**src/design/hqr_pkg.sv**
```systemverilog
// Shared types, widths and helpers for the 4x4 Householder QR block.
package hqr_pkg;

    localparam int FRAC_BITS_DEF  = 16;
    localparam int FIFO_DEPTH_DEF = 4;

    // Multiplier operand and product widths, derivation value widths.
    localparam int MW = 36;
    localparam int PW = 2 * MW;
    localparam int DW = MW;

    typedef struct packed {
        logic signed [31:0] a_c0;
        logic signed [31:0] a_c1;
        logic signed [31:0] a_c2;
        logic signed [31:0] a_c3;
    } in_word_t;

    typedef struct packed {
        logic [1:0]         row_index;
        logic signed [31:0] q_c0;
        logic signed [31:0] q_c1;
        logic signed [31:0] q_c2;
        logic signed [31:0] q_c3;
        logic signed [31:0] r_c0;
        logic signed [31:0] r_c1;
        logic signed [31:0] r_c2;
        logic signed [31:0] r_c3;
        logic               last_row;
    } out_word_t;

    // Row word as queued between front and back.
    typedef struct packed {
        in_word_t   data;
        logic [1:0] row;
        logic       last;
    } row_word_t;

    typedef enum logic {
        ITER_SQRT = 1'b0,
        ITER_DIV  = 1'b1
    } iter_op_t;

    typedef struct packed {
        logic     start;
        iter_op_t op;
    } iter_ctl_t;

    // Saturate a wide signed value to 32 bits.
    function automatic logic signed [31:0] sat32(input logic signed [PW-1:0] x);
        logic fits;
        begin
            fits = (&x[PW-1:31]) || !(|x[PW-1:31]);
            if (fits)
                return x[31:0];
            else if (x[PW-1])
                return 32'sh80000000;
            else
                return 32'sh7fffffff;
        end
    endfunction

endpackage

```
**src/design/hqr_fifo.sv**
```systemverilog
// Short row queue between front end and back end.
module hqr_fifo import hqr_pkg::*;
#(
    parameter int DEPTH = FIFO_DEPTH_DEF
)
(
    input  logic      clk,
    input  logic      rst_n,
    input  logic      push,
    input  row_word_t push_word,
    output logic      full,
    input  logic      pop,
    output logic      valid,
    output row_word_t pop_word
);

    localparam int AW = (DEPTH > 1) ? $clog2(DEPTH) : 1;
    localparam int CW = $clog2(DEPTH + 1);

    row_word_t         mem_reg [DEPTH];
    logic [AW-1:0]     wr_reg, wr_next;
    logic [AW-1:0]     rd_reg, rd_next;
    logic [CW-1:0]     cnt_reg, cnt_next;

    always_comb
    begin
        full     = (cnt_reg == CW'(DEPTH));
        valid    = (cnt_reg != '0);
        pop_word = mem_reg[rd_reg];
        wr_next  = wr_reg;
        rd_next  = rd_reg;
        cnt_next = cnt_reg;
        if (push)
            wr_next = (wr_reg == AW'(DEPTH - 1)) ? '0 : wr_reg + AW'(1);
        if (pop)
            rd_next = (rd_reg == AW'(DEPTH - 1)) ? '0 : rd_reg + AW'(1);
        if (push && !pop)
            cnt_next = cnt_reg + CW'(1);
        else if (pop && !push)
            cnt_next = cnt_reg - CW'(1);
    end

    always_ff @(posedge clk or negedge rst_n)
    begin
        if (!rst_n)
        begin
            wr_reg  <= '0;
            rd_reg  <= '0;
            cnt_reg <= '0;
        end
        else
        begin
            wr_reg  <= wr_next;
            rd_reg  <= rd_next;
            cnt_reg <= cnt_next;
        end
    end

    always_ff @(posedge clk)
    begin
        if (push)
            mem_reg[wr_reg] <= push_word;
    end

endmodule

```
**config.mk**
```make
export PLATFORM = sky130hd
export DESIGN_NAME = hqr_fifo
export DESIGN_NICKNAME = d
export VERILOG_FILES = /design/src/design/hqr_pkg.sv /design/src/design/hqr_fifo.sv
export SDC_FILE = /design/constraint.sdc
export NUM_CORES = 1
export LEC_CHECK = 0
export BUFFER_PORTS_ARGS = -buffer_cell sky130_fd_sc_hd__clkbuf_2
export CAP_MARGIN = 5
export CORE_ASPECT_RATIO = 1.2
export CORE_UTILIZATION = 50
export CTS_BUF_LIST = sky130_fd_sc_hd__clkbuf_16
export DETAILED_ROUTE_END_ITERATION = 10
export PLACE_DENSITY = 0.69
export SLEW_MARGIN = 20
export SYNTH_ARGS = -nofsm -noshare
export SYNTH_HDL_FRONTEND = slang
export SYNTH_SLANG_ARGS = --single-unit
```
**constraint.sdc**
```tcl
create_clock -name clk -period 4.8 [get_ports clk]
set_input_delay 0.72 -clock clk [delete_from_list [all_inputs] [get_ports clk]]
set_output_delay 0.72 -clock clk [all_outputs]
set_load 0.02 [all_outputs]
```
==> insert_results.sql, run 1 <==
INSERT INTO impl_metrics (metric_group, metric, value, unit) VALUES
('status', 'status', 'complete, no violations', ''),
('finish', 'commonest_cells_after_routing_fill_and_taps_aside', 'sky130_fd_sc_hd__edfxtp_1 (524), sky130_fd_sc_hd__clkbuf_2 (267), sky130_fd_sc_hd__mux4_2 (131), sky130_fd_sc_hd__clkbuf_16 (53), sky130_fd_sc_hd__inv_1 (12)', ''),
('logic_synthesis', 'synth_top_family_by_area', 'multiplexers', ''),
('timing', 'timing_hold_violations_final', '0', ''),
('clocking', 'numCtsBuffers', '50', ''),
('timing', 'tightest_slew', '0.9736', 'ns'),
('timing', 'rsz0062_at_grt', 'no', ''),
('finish', 'syn2layout_area_growth', '18.49', '%'),
('critical_path', 'cpLargestDelayFamily', 'flip-flops', ''),
('finish', 'utilization', '0.6025', ''),
('timing', 'worst_slew_margin_rel', '0.3510', ''),
('floorplan', 'initial_standard_cell_utilization_of_the_core', '0.5084', ''),
('worst_hold_path', 'hold_startpoint', 'push_word[2]', ''),
('critical_path', 'crit_start', 'rd_reg[0]', ''),
('critical_path', 'reg2reg_depth', '4', ''),
('logic_synthesis', 'ys_ff_latch', '531', ''),
('logic_synthesis', 'adder_cell_share_of_the_synthesized_area', '0.004926', ''),
('clocking', 'htree_num_levels', '2', ''),
('global_routing', 'grt_pass1_vias', '9073', ''),
('power', 'vdd_drop_max', '0.0004147', 'V'),
('drt', 'vias_per_cell', '5.531', ''),
('clocking', 'insertion_delay', '0.56', 'ns'),
('logic_synthesis', 'synth.net_count', '864', ''),
('logic_synthesis', 'synth-warning-count', '0', ''),
('critical_path', 'worst-path-max-fanout', '43', ''),
('finish', 'fillers', '2639', ''),
('timing', 'final_worst_path_cycle_share', '0.7192', ''),
('floorplan', 'die-height', '217.2', 'um'),
('drt', 'drt-pass1-iter-count', '4', ''),
('drt', 'detail_route.drc_violations', '0', ''),
('placement', 'dp_hpwl', '20920', 'um'),
('critical_path', 'r2r_setup_slack', '2.48', 'ns'),
('critical_path', 'path_cells', 'buf_12 > mux4_2 > clkbuf_2', ''),
('logic_synthesis', 'synthesis.area', '19300', 'um^2'),
('global_routing', 'initial_antenna_violation_count', '2', ''),
('finish', 'most_common_cell_after_layout_fill_and_taps_aside', 'sky130_fd_sc_hd__edfxtp_1', ''),
('clocking', 'tritoncts', 'yes', ''),
('logic_synthesis', 'syn_avg_cell_area', '26.73', 'um^2'),
('critical_path', 'critPathArrivalTime', '2.73', 'ns'),
('timing', 'skew', '0.01756', 'ns'),
('drt', 'detail_route.iter0.violations', '572', ''),
('logic_synthesis', 'synth_mux_area_frac', '0.1546', ''),
('clocking', 'clockBufferDepth', '3', ''),
('critical_path', 'cpPeakStageDelay', '0.97', 'ns'),
('critical_path', 'critPathSlowestCell', 'sky130_fd_sc_hd__dfrtp_4', ''),
('critical_path', 'critPathKind', 'reg2out', ''),
('global_routing', 'grt_max_degree', '75', ''),
('critical_path', 'worst_setup_path_endpoint', 'pop_word[28]', ''),
('finish', 'drive_gt1_frac', '0.4637', ''),
('power', 'total_power', '14.36', 'mW'),
('timing', 'timing.fmax', '0.2897', 'GHz'),
('floorplan', 'die_footprint', '39400', 'um^2'),
('logic_synthesis', 'synthCells', '722', ''),
('run', 'max-cap-violations', '0', ''),
('finish', 'design.final.nets', '1167', ''),
('logic_synthesis', 'synth.yosys.seq_area_share', '0.8243', ''),
('placement', 'port-buffer-count', '267', ''),
('critical_path', 'critical_path_buf_inv_count', '2', ''),
('clocking', 'clk_pin_slew_worst_paths', '0.06', 'ns'),
('global_routing', 'gr-total-overflow', '0', ''),
('critical_path', 'critical_path.startpoint_type', 'flop', ''),
('critical_path', 'r2r_start', 'wr_reg[0]', ''),
('drt', 'wl', '35190', 'um'),
('finish', 'non_filler_cell_area_final', '22870', 'um^2'),
('floorplan', 'design.core.area', '37960', 'um^2'),
('drt', 'routed-via-count', '8534', ''),
('drt', 'final_antenna_net_count', '0', ''),
('critical_path', 'worst_ep_required_time', '4.08', 'ns'),
('timing', 'finalWorstPathRequiredPeriod', '3.452', 'ns'),
('finish', 'largest_reg_flops', '524', ''),
('worst_hold_path', 'hold_class', 'in2reg', '');
[metal layers]
metal | GRT usage | routed length [um]
met5 | 0 | 0
met3 | 0.06543 | 3216
met2 | 0.2903 | 17270
met1 | 0.2345 | 14090
met4 | 0.04859 | 618
[report_power, final]
| group | leakage [nW] | internal (mW) | switching [mW] |
|---|---|---|---|
| Clock | 0.827 | 2.25 | 1.61 |
| Combinational | 2.15 | 1.74 | 2.50 |
| Sequential | 4.89 | 5.94 | 0.321 |
| Total | 7.87 | 9.93 | 4.42 |
[layout make-up]
class,count,area [um^2],share of cell area
flip-flops and latches,531,15920,0.6960
multi-input cells,157,3183,0.1392
repair buffers,281,1531,0.06696
clock buffers,53,1326,0.05799
well taps,480,600.6,0.02626
clock inverters,35,292.8,0.01280
inverters,4,15.01,0.0006565
diodes,2,5.005,0.0002188
[timing repair]
item                      in CTS  in global routing
hold endpoints to repair       7                  0
gates resized for setup        0                  0
setup buffers                  0                  0
hold buffers                   1                  0
[worst min-delay path by stage]
stage | end | slack [ns] | depth (start not counted)
after floorplan | cnt_reg[0] | 0.42 | 0
after global placement | cnt_reg[2] | 0.48 | 1
after detailed placement | cnt_reg[2] | 0.48 | 1
after CTS | mem_reg[0][95] | 0.34 | 1
after global routing | mem_reg[2][2] | 0.35 | 1
final | mem_reg[3][2] | 0.37 | 1
[per-stage QoR]
step | instances | hold WS, ns | setup slack, ns
3_3_place_gp | 1452 | 0.4758 | 1.840
5_1_grt | 1541 | 0.3504 | 1.107
4_1_cts | 1541 | 0.3418 | 1.220
6_report | 1543 | 0.3734 | 1.348
3_5_place_dp | 1452 | 0.4784 | 1.822
2_1_floorplan | 722 | 0.4244 | 0.5750
[cell usage after synthesis, drive strengths merged]
cell      n  area share
inv       4     0.00078
xnor2     1     0.00045
edfxtp  524        0.82
or3       1     0.00032
nor2      3     0.00058
mux4    131        0.15
and2      4      0.0013
nor3b     1     0.00039
clkbuf    4     0.00078
mux2      3      0.0018
xor2      2     0.00091
ha        6      0.0039
fa        1      0.0010
buf      26      0.0098
dfrtp     7      0.0091
nand2     2     0.00039
o21ai     2     0.00052
[kinds of logic after synthesis]
logic type | Yosys count
AO/OA/AOI/OAI | 2
XOR/XNOR | 3
adder cells (fa/ha/maj) | 7
buffers and inverters | 34
flip-flops | 531
multiplexers | 134
AND/OR/NAND/NOR | 11
Note: power is estimated with default switching activity, not from simulation.
==> run 2: changes to the inputs <==
==> constraint.sdc (replaced) <==
create_clock -name clk -period 3.6 [get_ports clk]
set_input_delay 0.54 -clock clk [delete_from_list [all_inputs] [get_ports clk]]
set_output_delay 0.54 -clock clk [all_outputs]
set_load 0.02 [all_outputs]
==> run 2 against run 1 <==
Net effect: combinational power grew 37%; setup slack lost 0.84 ns; design area grew 0.44%; highest routed layer is now met5; via count is essentially flat; non-clock buffer count grew 1; hold slack lost 0.18 ns; clock-buffer cell count is the same; sequential cell count is the same; critical path depth is the same; sequential power grew 31%; critical endpoint is now pop_word[41]; clock skew shrank 0.0031 ns.
==> insert_results.sql, run 2 (same netlist as run 1, synthesis figures left out) <==
INSERT INTO impl_metrics (metric_group, metric, value, unit) VALUES
('power', 'switching_share', '0.3067', ''),
('timing', 'drv_slew', '0', ''),
('finish', 'utilization', '0.6051', ''),
('critical_path', 'worst-path-max-fanout', '33', ''),
('power', 'pwr_density_cell', '843.7', 'nW/um^2'),
('critical_path', 'critPathKind', 'reg2out', ''),
('drt', 'wl', '35180', 'um'),
('timing', 'timing.fmax', '0.3232', 'GHz'),
('timing', 'finalWorstPathRequiredPeriod', '3.094', 'ns'),
('floorplan', 'die_width', '181.4', 'um'),
('power', 'p_sw', '5.944', 'mW'),
('clocking', 'htree_num_levels', '2', ''),
('power', 'internal-power', '13.44', 'mW'),
('power', 'seq_power_share', '0.425', ''),
('finish', 'syn2layout_area_growth', '19.02', '%'),
('drt', 'vias_per_cell', '5.529', ''),
('timing', 'fin_setup_tns', '0', 'ns'),
('drt', 'drt-wirelength-per-cell', '22.80', 'um'),
('clocking', 'cts_repair_resize_count', '0', ''),
('placement', 'globalplace.congestion', '0.6883', ''),
('clocking', 'clk_pin_slew_worst_paths', '0.06', 'ns'),
('floorplan', 'design.core.area', '37960', 'um^2'),
('global_routing', 'grt_use_total', '0.1817', ''),
('worst_hold_path', 'hold_class', 'in2reg', ''),
('critical_path', 'timing.critical_path.to_type', 'primary output', ''),
('finish', 'drive_gt1_frac', '0.4680', ''),
('clocking', 'numCtsBuffers', '50', ''),
('timing', 'timing_hold_violations_final', '0', ''),
('clocking', 'clockBufferDepth', '3', ''),
('placement', 'port-buffer-count', '267', ''),
('timing', 'skew', '0.01446', 'ns'),
('finish', 'design.final.nets', '1168', ''),
('floorplan', 'design.portCount', '268', ''),
('drt', 'drt-pass1-iter-count', '5', ''),
('global_routing', 'initial_antenna_violation_count', '2', ''),
('power', 'clkPwrFrac', '0.275', ''),
('worst_hold_path', 'hold_startpoint', 'push_word[7]', ''),
('clocking', 'post_cts_setup_buffer_count', '0', ''),
('timing', 'final.hold.worst_slack', '0.1896', 'ns'),
('critical_path', 'reg2reg_depth', '4', ''),
('global_routing', 'grt_pass1_wl', '53590', 'um'),
('critical_path', 'r2r_start', 'wr_reg[0]', ''),
('run', 'max-cap-violations', '0', ''),
('timing', 'worst_slew_margin_rel', '0.4423', ''),
('finish', 'fillers', '2642', ''),
('power', 'vdd_drop_max', '0.0007593', 'V'),
('timing', 'final_worst_path_cycle_share', '0.8594', ''),
('critical_path', 'worst_ep_required_time', '3.06', 'ns'),
('global_routing', 'gr-total-overflow', '0', ''),
('drt', 'detail_route.iter0.violations', '649', ''),
('clocking', 'insertion_delay', '0.56', 'ns'),
('placement', 'dp_hpwl', '20630', 'um'),
('global_routing', 'grt_pass1_vias', '9214', ''),
('floorplan', 'die-height', '217.2', 'um'),
('worst_hold_path', 'worst_hold_path.num_cells', '1', ''),
('clocking', 'tritoncts', 'yes', ''),
('finish', 'commonest_cells_after_routing_fill_and_taps_aside', 'sky130_fd_sc_hd__edfxtp_1 (524), sky130_fd_sc_hd__clkbuf_2 (267), sky130_fd_sc_hd__mux4_2 (131), sky130_fd_sc_hd__clkbuf_16 (53)', ''),
('clocking', 'clockRootBuffer', 'sky130_fd_sc_hd__clkbuf_16', ''),
('drt', 'routed-via-count', '8531', ''),
('floorplan', 'initial_standard_cell_utilization_of_the_core', '0.5084', ''),
('worst_hold_path', 'whs_endpoint', 'mem_reg[2][7]', ''),
('critical_path', 'r2r_setup_slack', '1.62', 'ns'),
('floorplan', 'num_rows', '78', ''),
('timing', 'setup_viol_count_final', '0', ''),
('timing', 'rsz0062_at_grt', 'no', ''),
('drt', 'detail_route.drc_violations', '0', ''),
('power', 'combinationalPowerShare', '0.300', ''),
('status', 'status', 'complete, no violations', ''),
('power', 'power_leakage', '7.887', 'nW'),
('floorplan', 'die_footprint', '39400', 'um^2'),
('finish', 'most_common_cell_after_layout_fill_and_taps_aside', 'sky130_fd_sc_hd__edfxtp_1', ''),
('clocking', 'cts_num_sinks', '531', ''),
('drt', 'final_antenna_net_count', '0', ''),
('finish', 'largest_reg_flops', '524', ''),
('timing', 'tightest_slew', '0.8366', 'ns'),
('global_routing', 'grt_max_degree', '134', ''),
('critical_path', 'critPathArrivalTime', '2.55', 'ns'),
('critical_path', 'critical_path.startpoint_type', 'flop', ''),
('critical_path', 'reg2reg_to', 'mem_reg[2][84]', '');
[run 2: routing by layer]
layer | part of all wire | wire, um | GRT usage | vias up
li1 | - | - | - | 3748
met1 | 0.40 | 14030 | 0.2312 | 4424
met2 | 0.48 | 16970 | 0.2936 | 289
met3 | 0.098 | 3435 | 0.06777 | 66
met4 | 0.020 | 714 | 0.05254 | 4
met5 | 0.00077 | 27 | 0 | -
[run 2: area by class of cell]
type	count	area, um^2	share of cell area
Antenna cell	1	2.502	0.0001089
Sequential cell	531	15920	0.6929
Timing Repair Buffer	282	1564	0.06808
Clock buffer	53	1326	0.05773
Multi-Input combinational cell	157	3183	0.1386
Inverter	4	15.01	0.0006536
Clock inverter	35	364.1	0.01585
Tap cell	480	600.6	0.02614
[run 2: worst max-delay path by stage]
stage,startpoint,end,slack [ns]
floorplan,wr_reg[0],mem_reg[0][0],0.92
global placement,rd_reg[0],pop_word[16],1.05
detailed placement,rd_reg[0],pop_word[41],1.05
CTS,rd_reg[0],pop_word[41],0.43
global route,rd_reg[0],pop_word[16],0.36
finish,rd_reg[0],pop_word[41],0.51
[run 2: power groups by stage]
stage / registers (mW) / clock network, mW / logic [mW]
finish: 8.23 / 5.34 / 5.81
floorplan: 8.24 / 0 / 4.18
global route: 8.33 / 5.68 / 6.22
CTS: 8.25 / 5.46 / 5.95
detailed placement: 8.38 / 0 / 5.93
global placement: 8.33 / 0 / 5.92
[run 2: through the flow]
step | worst slack (ns) | cell area [um^2] | cells | total power [mW]
2_1_floorplan | 0.9247 | 19310 | 722 | 12.42
3_3_place_gp | 1.047 | 21270 | 1453 | 14.25
3_5_place_dp | 1.046 | 21270 | 1453 | 14.32
4_1_cts | 0.4316 | 22970 | 1542 | 19.66
5_1_grt | 0.3560 | 22970 | 1542 | 20.22
6_report | 0.5061 | 22970 | 1543 | 19.38
[run 2: worst max-delay path: stages (launching register included)]
cell and delay, ns:
sky130_fd_sc_hd__dfrtp_4 0.83, sky130_fd_sc_hd__buf_12 0.33, sky130_fd_sc_hd__mux4_2 0.57, sky130_fd_sc_hd__clkbuf_2 0.18
[run 2: what timing repair did]
action                                  4_1_cts  5_1_grt
hold endpoints to repair                      7        0
hold buffers                                  1        0
endpoints found under the setup margin        0        0
